<file path="config.mk">
export PLATFORM = sky130hd
export DESIGN_NAME = scissor_clip_rect_stack_top
export DESIGN_NICKNAME = d
export VERILOG_FILES = /design/src/hw/rtl/scrc_pkg.sv /design/src/hw/rtl/scrc_fold.sv /design/src/hw/rtl/scissor_clip_rect_stack_top.sv
export SDC_FILE = /design/constraint.sdc
export NUM_CORES = 2
export LEC_CHECK = 0
export BUFFER_PORTS_ARGS = -buffer_cell sky130_fd_sc_hd__buf_2
export CAP_MARGIN = 30
export CELL_PAD_IN_SITES_DETAIL_PLACEMENT = 0
export CELL_PAD_IN_SITES_GLOBAL_PLACEMENT = 1
export CORE_ASPECT_RATIO = 0.5
export CORE_MARGIN = 5
export CORE_UTILIZATION = 47
export CTS_BUF_LIST = sky130_fd_sc_hd__clkbuf_4 sky130_fd_sc_hd__clkbuf_8 sky130_fd_sc_hd__clkbuf_16
export CTS_CLUSTER_DIAMETER = 60
export CTS_CLUSTER_SIZE = 20
export DETAILED_ROUTE_END_ITERATION = 7
export PLACE_DENSITY = 0.86
export SLEW_MARGIN = 20
export SYNTH_ARGS = -nofsm -noshare
export SYNTH_HDL_FRONTEND = slang
export SYNTH_SLANG_ARGS = --single-unit
</file>
<file path="constraint.sdc">
create_clock -name clk -period 7.9 [get_ports clk]
set_clock_uncertainty 0.05 [all_clocks]
set_input_delay 0.79 -clock clk [delete_from_list [all_inputs] [get_ports clk]]
set_output_delay 0.79 -clock clk [all_outputs]
set_load 0.05 [all_outputs]
</file>
<file path="src/hw/rtl/scrc_pkg.sv">
// ----------------------------------------------------------------------------
// scrc_pkg
// Shared types and constants for the clip rectangle stack: field widths,
// command and error codes, register indexes, sequencer states.
// ----------------------------------------------------------------------------
package scrc_pkg;

	// field widths
	localparam int COORD_W = 24;   // signed Q8.16 coordinates
	localparam int EDGE_W  = 18;   // running edges, Q1.17, inside [0, 2^17]
	localparam int EXT_W   = 26;   // entry edges 2*c +/- s, signed
	localparam int PX_W    = 15;   // pixel fields and target size
	localparam int ERR_W   = 2;

	localparam int STACK_DEPTH_DEF = 16;

	// full screen high edge, 1.0 in Q1.17
	localparam logic [EDGE_W-1:0] ONE_Q17 = EDGE_W'(131072);

	localparam logic [PX_W-1:0] TARGET_W_RST = PX_W'(1920);
	localparam logic [PX_W-1:0] TARGET_H_RST = PX_W'(1080);

	// command kinds
	localparam logic KIND_PUSH = 1'b0;
	localparam logic KIND_POP  = 1'b1;

	// error codes
	localparam logic [ERR_W-1:0] ERR_NONE  = 2'd0;
	localparam logic [ERR_W-1:0] ERR_FULL  = 2'd1;
	localparam logic [ERR_W-1:0] ERR_EMPTY = 2'd2;

	// configuration register indexes
	localparam logic CFG_TARGET_W = 1'b0;
	localparam logic CFG_TARGET_H = 1'b1;

	// one stored rectangle
	typedef struct packed {
		logic signed [COORD_W-1:0] size_y;
		logic signed [COORD_W-1:0] size_x;
		logic signed [COORD_W-1:0] center_y;
		logic signed [COORD_W-1:0] center_x;
	} geo_t;

	// running clip edges
	typedef struct packed {
		logic [EDGE_W-1:0] x_lo;
		logic [EDGE_W-1:0] x_hi;
		logic [EDGE_W-1:0] y_lo;
		logic [EDGE_W-1:0] y_hi;
	} edges_t;

	typedef enum logic [2:0] {
		ST_IDLE,
		ST_BASE_RD,
		ST_BASE_LD,
		ST_FOLD,
		ST_SCALE,
		ST_DONE
	} state_t;

endpackage

</file>
<file path="src/hw/rtl/scrc_fold.sv">
// ----------------------------------------------------------------------------
// scrc_fold
// Intersects the running clip edges with one stack entry on both axes.
// Flags an empty overlap when max(lows) >= min(highs) on either axis.
// ----------------------------------------------------------------------------
module scrc_fold
	import scrc_pkg::*;
(
	input  edges_t cur,
	input  geo_t   geo,
	output edges_t nxt,
	output logic   empty
);

	logic signed [EXT_W-1:0] ex_lo, ex_hi, ey_lo, ey_hi;
	logic signed [EXT_W-1:0] cx_lo, cx_hi, cy_lo, cy_hi;
	logic signed [EXT_W-1:0] nx_lo, nx_hi, ny_lo, ny_hi;

	// entry edges: 2*center -/+ size
	always_comb begin
		ex_lo = $signed({geo.center_x[COORD_W-1], geo.center_x, 1'b0})
			- $signed({{2{geo.size_x[COORD_W-1]}}, geo.size_x});
		ex_hi = $signed({geo.center_x[COORD_W-1], geo.center_x, 1'b0})
			+ $signed({{2{geo.size_x[COORD_W-1]}}, geo.size_x});
		ey_lo = $signed({geo.center_y[COORD_W-1], geo.center_y, 1'b0})
			- $signed({{2{geo.size_y[COORD_W-1]}}, geo.size_y});
		ey_hi = $signed({geo.center_y[COORD_W-1], geo.center_y, 1'b0})
			+ $signed({{2{geo.size_y[COORD_W-1]}}, geo.size_y});
	end

	// running edges are non-negative
	assign cx_lo = $signed({{(EXT_W-EDGE_W){1'b0}}, cur.x_lo});
	assign cx_hi = $signed({{(EXT_W-EDGE_W){1'b0}}, cur.x_hi});
	assign cy_lo = $signed({{(EXT_W-EDGE_W){1'b0}}, cur.y_lo});
	assign cy_hi = $signed({{(EXT_W-EDGE_W){1'b0}}, cur.y_hi});

	// max of lows, min of highs
	assign nx_lo = (cx_lo > ex_lo) ? cx_lo : ex_lo;
	assign nx_hi = (cx_hi < ex_hi) ? cx_hi : ex_hi;
	assign ny_lo = (cy_lo > ey_lo) ? cy_lo : ey_lo;
	assign ny_hi = (cy_hi < ey_hi) ? cy_hi : ey_hi;

	assign empty = (nx_lo >= nx_hi) || (ny_lo >= ny_hi);

	// on a non-empty overlap the new edges stay inside the old ones
	assign nxt.x_lo = nx_lo[EDGE_W-1:0];
	assign nxt.x_hi = nx_hi[EDGE_W-1:0];
	assign nxt.y_lo = ny_lo[EDGE_W-1:0];
	assign nxt.y_hi = ny_hi[EDGE_W-1:0];

endmodule

</file>
<file path="src/hw/rtl/scissor_clip_rect_stack_top.sv">
// ----------------------------------------------------------------------------
// scissor_clip_rect_stack_top
// Clip rectangle stack: push/pop beats update the stack, then the active run
// of entries is intersected with the screen and scaled to pixels.
// ----------------------------------------------------------------------------
// Each accepted beat first updates the stack; a pop that leaves entries then
// re-reads the new top's run base (ST_BASE_RD, ST_BASE_LD). The n active
// entries (from the topmost non-additive entry up to the top, one memory
// read per cycle) are folded, the four pixel fields are scaled in turn
// through the one shared 18x15 multiplier and ST_DONE hands the result to
// the output register. s_tready is low while a beat is in work. The result
// register lets the next beat in while a result still waits on m_tready;
// the result of that next beat then holds in ST_DONE until the register
// is free.
// ----------------------------------------------------------------------------
module scissor_clip_rect_stack_top
	import scrc_pkg::*;
#(
	parameter int STACK_DEPTH = STACK_DEPTH_DEF
) (
	input  logic            clk,
	input  logic            arst_n,

	input  logic            cfg_we,
	input  logic            cfg_addr,
	input  logic [PX_W-1:0] cfg_wdata,

	input  logic            s_tvalid,
	output logic            s_tready,
	// center_x[23:0], center_y[47:24], rect_width[71:48], rect_height[95:72]
	input  logic [95:0]     s_tdata,
	// kind[0], is_additive[1]
	input  logic [1:0]      s_tuser,

	output logic            m_tvalid,
	input  logic            m_tready,
	// clip_x_px[14:0], clip_y_px[29:15], clip_w_px[44:30], clip_h_px[59:45],
	// stack_error[61:60], zero fill[63:62]
	output logic [63:0]     m_tdata
);

	localparam int IDX_W = (STACK_DEPTH > 1) ? $clog2(STACK_DEPTH) : 1;
	localparam int CNT_W = $clog2(STACK_DEPTH + 1);
	localparam logic [CNT_W-1:0] DEPTH_C = CNT_W'(STACK_DEPTH);
	localparam int PROD_W = EDGE_W + PX_W;

	// configuration
	logic [PX_W-1:0] target_w_q, target_h_q;

	// stack memory: geometry and base index of each entry's run
	geo_t             mem_geo_q  [STACK_DEPTH];
	logic [IDX_W-1:0] mem_base_q [STACK_DEPTH];
	geo_t             rd_geo_q;
	logic [IDX_W-1:0] rd_base_q;

	state_t           state_q, state_d;
	logic [CNT_W-1:0] count_q;
	logic [IDX_W-1:0] top_base_q;
	logic [CNT_W-1:0] fidx_q;
	logic             pend_q;
	logic             empty_q;
	edges_t           edges_q;
	logic [ERR_W-1:0] err_q;
	logic [1:0]       sc_q;
	logic [PX_W-1:0]  res_q [4];
	logic             m_tvalid_q;
	logic [63:0]      m_tdata_q;

	// decode of the incoming beat
	logic             accept, is_push, push_ok, pop_ok;
	logic [IDX_W-1:0] new_base;
	geo_t             in_geo;
	logic [ERR_W-1:0] in_err;

	// sequencer controls
	logic             rd_en;
	logic [IDX_W-1:0] rd_addr;
	logic             issue;
	logic             out_free;
	logic             out_load;

	// fold unit
	edges_t           fold_nxt;
	logic             fold_empty;

	// shared scaling multiplier
	logic [EDGE_W-1:0] mul_a;
	logic [PX_W-1:0]   mul_b;
	logic [PROD_W-1:0] prod;

	// ------------------------------------------------------------------
	// configuration registers
	always_ff @(posedge clk or negedge arst_n) begin
		if (!arst_n) begin
			target_w_q <= TARGET_W_RST;
			target_h_q <= TARGET_H_RST;
		end else if (cfg_we) begin
			unique case (cfg_addr)
				CFG_TARGET_W: target_w_q <= cfg_wdata;
				CFG_TARGET_H: target_h_q <= cfg_wdata;
			endcase
		end
	end

	// ------------------------------------------------------------------
	// beat decode
	assign accept  = s_tvalid && s_tready;
	assign is_push = (s_tuser[0] == KIND_PUSH);
	assign push_ok = is_push && (count_q != DEPTH_C);
	assign pop_ok  = !is_push && (count_q != '0);

	assign in_geo.center_x = s_tdata[23:0];
	assign in_geo.center_y = s_tdata[47:24];
	assign in_geo.size_x   = s_tdata[71:48];
	assign in_geo.size_y   = s_tdata[95:72];

	// an additive entry inherits the run base of the entry below
	assign new_base = (s_tuser[1] && (count_q != '0)) ? top_base_q
		: count_q[IDX_W-1:0];

	always_comb begin
		if (is_push && !push_ok) begin
			in_err = ERR_FULL;
		end else if (!is_push && !pop_ok) begin
			in_err = ERR_EMPTY;
		end else begin
			in_err = ERR_NONE;
		end
	end

	// ------------------------------------------------------------------
	// sequencer outputs
	assign issue    = (fidx_q < count_q);
	assign out_free = !m_tvalid_q || m_tready;

	always_comb begin
		s_tready = 1'b0;
		rd_en    = 1'b0;
		rd_addr  = fidx_q[IDX_W-1:0];
		out_load = 1'b0;
		unique case (state_q)
			ST_IDLE: begin
				s_tready = 1'b1;
			end
			ST_BASE_RD: begin
				rd_en   = 1'b1;
				rd_addr = IDX_W'(count_q - CNT_W'(1));
			end
			ST_FOLD: begin
				rd_en = issue;
			end
			ST_DONE: begin
				out_load = out_free;
			end
			default: ;
		endcase
	end

	// sequencer next state
	always_comb begin
		state_d = state_q;
		unique case (state_q)
			ST_IDLE: begin
				if (s_tvalid) begin
					state_d = (pop_ok && (count_q > CNT_W'(1))) ? ST_BASE_RD : ST_FOLD;
				end
			end
			ST_BASE_RD: state_d = ST_BASE_LD;
			ST_BASE_LD: state_d = ST_FOLD;
			ST_FOLD: begin
				if (!issue && !pend_q) begin
					state_d = ST_SCALE;
				end
			end
			ST_SCALE: begin
				if (sc_q == 2'd3) begin
					state_d = ST_DONE;
				end
			end
			ST_DONE: begin
				if (out_free) begin
					state_d = ST_IDLE;
				end
			end
			default: state_d = ST_IDLE;
		endcase
	end

	always_ff @(posedge clk or negedge arst_n) begin
		if (!arst_n) begin
			state_q <= ST_IDLE;
		end else begin
			state_q <= state_d;
		end
	end

	// ------------------------------------------------------------------
	// stack memory, one write and one registered read
	always_ff @(posedge clk) begin
		if (accept && push_ok) begin
			mem_geo_q[count_q[IDX_W-1:0]]  <= in_geo;
			mem_base_q[count_q[IDX_W-1:0]] <= new_base;
		end
		if (rd_en) begin
			rd_geo_q  <= mem_geo_q[rd_addr];
			rd_base_q <= mem_base_q[rd_addr];
		end
	end

	// ------------------------------------------------------------------
	// stack pointer and run base of the top entry
	always_ff @(posedge clk or negedge arst_n) begin
		if (!arst_n) begin
			count_q    <= '0;
			top_base_q <= '0;
		end else if (accept) begin
			if (push_ok) begin
				count_q    <= count_q + CNT_W'(1);
				top_base_q <= new_base;
			end else if (pop_ok) begin
				count_q <= count_q - CNT_W'(1);
			end
		end else if (state_q == ST_BASE_LD) begin
			top_base_q <= rd_base_q;
		end
	end

	// ------------------------------------------------------------------
	// fold loop: read entry fidx, fold the one read in the cycle before
	scrc_fold u_fold (
		.cur   (edges_q),
		.geo   (rd_geo_q),
		.nxt   (fold_nxt),
		.empty (fold_empty)
	);

	always_ff @(posedge clk or negedge arst_n) begin
		if (!arst_n) begin
			fidx_q  <= '0;
			pend_q  <= 1'b0;
			empty_q <= 1'b0;
			err_q   <= ERR_NONE;
		end else begin
			unique case (state_q)
				ST_IDLE: begin
					if (accept) begin
						fidx_q  <= CNT_W'(push_ok ? new_base : top_base_q);
						pend_q  <= 1'b0;
						empty_q <= 1'b0;
						err_q   <= in_err;
					end
				end
				ST_BASE_LD: begin
					fidx_q <= CNT_W'(rd_base_q);
				end
				ST_FOLD: begin
					pend_q <= issue;
					if (issue) begin
						fidx_q <= fidx_q + CNT_W'(1);
					end
					if (pend_q && !empty_q && fold_empty) begin
						empty_q <= 1'b1;
					end
				end
				default: ;
			endcase
		end
	end

	// running edges start at the full screen
	always_ff @(posedge clk) begin
		if (accept) begin
			edges_q.x_lo <= '0;
			edges_q.x_hi <= ONE_Q17;
			edges_q.y_lo <= '0;
			edges_q.y_hi <= ONE_Q17;
		end else if (state_q == ST_FOLD && pend_q && !empty_q && !fold_empty) begin
			edges_q <= fold_nxt;
		end
	end

	// ------------------------------------------------------------------
	// pixel scaling: one product per cycle, (v * size) >> 17
	always_comb begin
		case (sc_q)
			2'd0: begin
				mul_a = edges_q.x_lo;
				mul_b = target_w_q;
			end
			2'd1: begin
				mul_a = edges_q.y_lo;
				mul_b = target_h_q;
			end
			2'd2: begin
				mul_a = edges_q.x_hi - edges_q.x_lo;
				mul_b = target_w_q;
			end
			default: begin
				mul_a = edges_q.y_hi - edges_q.y_lo;
				mul_b = target_h_q;
			end
		endcase
		// an empty overlap gives all zeros
		if (empty_q) begin
			mul_a = '0;
		end
	end

	assign prod = PROD_W'(mul_a) * PROD_W'(mul_b);

	always_ff @(posedge clk or negedge arst_n) begin
		if (!arst_n) begin
			sc_q <= '0;
		end else if (state_q == ST_SCALE) begin
			sc_q <= sc_q + 2'd1;
		end else begin
			sc_q <= '0;
		end
	end

	always_ff @(posedge clk) begin
		if (state_q == ST_SCALE) begin
			res_q[sc_q] <= prod[17 +: PX_W];
		end
	end

	// ------------------------------------------------------------------
	// output register
	always_ff @(posedge clk or negedge arst_n) begin
		if (!arst_n) begin
			m_tvalid_q <= 1'b0;
		end else if (out_load) begin
			m_tvalid_q <= 1'b1;
		end else if (m_tready) begin
			m_tvalid_q <= 1'b0;
		end
	end

	always_ff @(posedge clk) begin
		if (out_load) begin
			m_tdata_q <= {2'b00, err_q, res_q[3], res_q[2], res_q[1], res_q[0]};
		end
	end

	assign m_tvalid = m_tvalid_q;
	assign m_tdata  = m_tdata_q;

	// ------------------------------------------------------------------
	// assertions
	a_count_bound: assert property (@(posedge clk) disable iff (!arst_n)
		count_q <= DEPTH_C)
		else $error("stack count above depth");

	a_base_below_top: assert property (@(posedge clk) disable iff (!arst_n)
		(state_q == ST_IDLE && count_q != '0) |-> (CNT_W'(top_base_q) < count_q))
		else $error("run base of top entry not below count");

	a_fold_bound: assert property (@(posedge clk) disable iff (!arst_n)
		(state_q == ST_FOLD) |-> (fidx_q <= count_q))
		else $error("fold index past top of stack");

	a_full_error: assert property (@(posedge clk) disable iff (!arst_n)
		(accept && is_push && count_q == DEPTH_C) |=> (err_q == ERR_FULL && $stable(count_q)))
		else $error("push on full stack not flagged or stack changed");

	a_load_free: assert property (@(posedge clk) disable iff (!arst_n)
		out_load |-> (!m_tvalid_q || m_tready))
		else $error("result overwrote a beat not yet taken");

endmodule

</file>
==> flow_metrics.env <==
export IMPL_status="finished, violations left"
export IMPL_violations="negative setup slack"
export IMPL_synth_cell_types=98
export IMPL_place_gp_congestion=0.915
export IMPL_worst_pin_slew_ns=1.13
export IMPL_grt_setup_unrepaired="yes"
export IMPL_ys_seq_elements=1948
export IMPL_synth_compound_area_frac=0.0859
export IMPL_r2r_start="edges_q[0]$_SDFFE_PP0P_"
export IMPL_muxShareOfSynthArea=0.0138
export IMPL_cp_startpoint="edges_q[0]$_SDFFE_PP0P_"
export IMPL_antenna_found_initial=24
export IMPL_cpLargestDelayFamily="adder cells"
export IMPL_slowest_delay_ns=0.53
export IMPL_drv_cap=0
export IMPL_cts_tree="done"
export IMPL_die_height_um=326
export IMPL_critPathBufInv=9
export IMPL_cts_inserted_buffers=118
export IMPL_grt_pass1_wl_mm=376
export IMPL_cts_sinks=1948
export IMPL_start_util=0.471
export IMPL_power_internal_mw=24.4
export IMPL_p_leak_nw=40.0
export IMPL_power_density_nw_per_um2=412
export IMPL_path_clk_slew_ns=0.09
export IMPL_crit_fanout=14
export IMPL_synth_ff_type="edfxtp_1"
export IMPL_cp_slowest_cell="fa_1"
export IMPL_avgSynthCellArea_um2=11.8
export IMPL_grt_pass1_vias=59893
export IMPL_setup_slack_ns=-0.351
export IMPL_core_um2=199000
export IMPL_final_cell_mix="nand2_1 (1872), edfxtp_1 (1822), buf_4 (466)"
export IMPL_dr_total_vias=63826
export IMPL_die_width_um=642
export IMPL_yosys_area_top_type_share=0.583
export IMPL_drt_wirelength_per_cell_um=22.7
export IMPL_syn_to_final_growth_pct=12.5
export IMPL_drive_gt1_frac=0.136
export IMPL_vias_per_cell=5.78
export IMPL_syn_inst=7961
export IMPL_grt_total_usage=0.232
export IMPL_required_ns=8.31
export IMPL_fin_util=0.530
export IMPL_synth_top_family_by_area="simple AND/OR/NAND/NOR gates"
export IMPL_cts_max_path_buffers=3
export IMPL_synth_async_reset_ratio=0.0277
export IMPL_start_kind="flip-flop"
export IMPL_fillers=16560
export IMPL_synthTopCellsByArea="edfxtp_1 (58%), nand2_1 (7.5%), ha_1 (4.8%), fa_1 (4.5%), a311oi_1 (2.8%)"
export IMPL_yosysTopAreaCell="edfxtp_1"
export IMPL_grt_max_degree=166
export IMPL_drt_initial_drc_count=6776
export IMPL_fmax_ghz=0.121
export IMPL_crit_type="reg2reg"
export IMPL_num_io_pins=185
export IMPL_crit_path_end_kind="flip-flop"
export IMPL_synth_simple_area_share=0.147
export IMPL_finalPower_mw=43.5
export IMPL_fin_crit_sh=1.04
export IMPL_rows=116
export IMPL_tns_ns=-5.95
export IMPL_synthXorXnorAreaFrac=0.0117
export IMPL_layout_commonest_cell="nand2_1"
export IMPL_mappedNetlistArea_um2=93900
export IMPL_worstPathArrival_ns=8.66
export IMPL_hold_path_class="in2async"
export IMPL_place_hpwl_mm=150
export IMPL_p_sw_frac=0.439
export IMPL_port_buffers=182
export IMPL_pwr_share_clk=0.143
export IMPL_ys_seq_area_frac=0.613
export IMPL_dieArea_um2=209000
export IMPL_timing_hold_ws_ns=0.152
export IMPL_synth_fa_ha_area_frac=0.0925
export IMPL_synth_warnings=0
export IMPL_drtAntennaViolNets=0
export IMPL_synth_edf_count=1822
export IMPL_crit_path_frequent_cell="fa_1"
export IMPL_drc=0
export IMPL_peakVddDrop_uv=354
export IMPL_power_switching_mw=19.1
export IMPL_drv_slew=0
export IMPL_hold_viol=0
export IMPL_overflow=0
export IMPL_finalSetupViolCount=39
export IMPL_comb_power_share=0.569
export IMPL_slew_headroom=0.246
export IMPL_cts_htree_levels=3
export IMPL_root_buffer="clkbuf_16"
export IMPL_min_period_ns=8.25
export IMPL_cts_hold_buf=0
export IMPL_p_seq_frac=0.288
export IMPL_r2r_setup_slack_ns=-0.35
export IMPL_dr_pass1_iters=8
export IMPL_wirelength_mm=251
export IMPL_clk_latency_ns=0.79
export IMPL_layout_nets=9034
## repair_timing
action	4_1_cts	5_1_grt
setup endpoints to repair	99	128
pin swaps	64	54
resized for setup	72	136
gates cloned	0	4
buffers inserted	14	25
## state kept, by name, summed over array words and instances (netlist names)
signal / flops
top_base_q: 4
rd_geo_q: 96
state_q: 3
res_q: 60
err_q: 2
fidx_q: 5
mem_geo_q: 1536
mem_base_q: 64
target_h_q: 15
edges_q: 72
target_w_q: 15
count_q: 5
sc_q: 2
empty_q: 1
pend_q: 1
m_tdata: 62
rd_base_q: 4
m_tvalid: 1
## logic make-up after synthesis
| group | count (synthesis) |
|---|---|
| multiplexers | 123 |
| buffers and inverters | 877 |
| AO/OA/AOI/OAI | 1155 |
| other | 1 |
| flip-flops | 1948 |
| AND/OR/NAND/NOR | 3164 |
| XOR/XNOR | 125 |
| adder cells (fa/ha/maj) | 568 |
## power by group through the flow
stage	Combinational, mW	Clock [mW]	Sequential, mW
6_report	24.7	6.21	12.5
5_1_grt	26.9	6.70	12.6
2_1_floorplan	14.8	0	12.6
3_3_place_gp	23.0	0	12.7
3_5_place_dp	23.3	0	12.7
4_1_cts	23.6	6.31	12.5
## layer usage
| metal | global-route usage | up-vias | part of all wire |
|---|---|---|---|
| met5 | 0 | - | 0.00011 |
| li1 | - | 29251 | - |
| met3 | 0.0287 | 331 | 0.084 |
| met1 | 0.350 | 31468 | 0.44 |
| met4 | 0.0499 | 4 | 0.023 |
| met2 | 0.361 | 2772 | 0.45 |
## Yosys cell counts, types with 23 or more instances
cell type / count
a211oi_1: 33
nor2b_1: 34
or3_1: 25
fa_1: 210
nand3_1: 435
edfxtp_1: 1822
mux2_2: 45
nor3_1: 51
xnor2_1: 87
nand4_1: 36
and2_1: 54
nor2_1: 325
inv_1: 419
buf_1: 23
xor2_1: 37
dfxtp_1: 72
buf_2: 50
and3_1: 216
nand2b_1: 39
mux2i_1: 77
o21a_1: 25
o21ai_0: 138
ha_1: 358
a21o_1: 65
dfrtp_1: 46
nand2_1: 1873
a311oi_1: 304
a31oi_1: 119
a21oi_1: 289
clkbuf_1: 368
## per-stage QoR
step | setup slack [ns] | instance area, um^2 | cells
after floorplan | 0.00384 | 93900 | 7964
after global placement | -0.495 | 101000 | 10835
after detailed placement | -0.673 | 101000 | 10840
after CTS | -0.294 | 105000 | 11003
after global routing | -0.641 | 106000 | 11036
final | -0.351 | 106000 | 11040
## worst paths after layout
path,to,cells past startpoint
min in group clk,target_h_q[9]$_DFFE_PN0P_,2
max in group asynchronous,target_h_q[8]$_DFFE_PN0P_,2
hold / removal,top_base_q[1]$_DFFE_PN0P_,2
setup reg to reg,res_q[0][14]$_DFFE_PP_,34
hold reg to reg,m_tdata[58]$_DFFE_PP_,0
setup / recovery,res_q[0][14]$_DFFE_PP_,34
## cell type report
type                            instances  area [um^2]  share of cell area
Sequential cell                      1948        57500               0.545
Clock buffer                          122         2980              0.0283
Antenna cell                            8         20.0            0.000190
Tap cell                             2655         3320              0.0315
Clock inverter                         28          473             0.00448
Multi-Input combinational cell       5139        33900               0.322
Inverter                              423         1590              0.0150
Timing Repair Buffer                  717         5710              0.0541
Power figures use the tool's default switching activity.
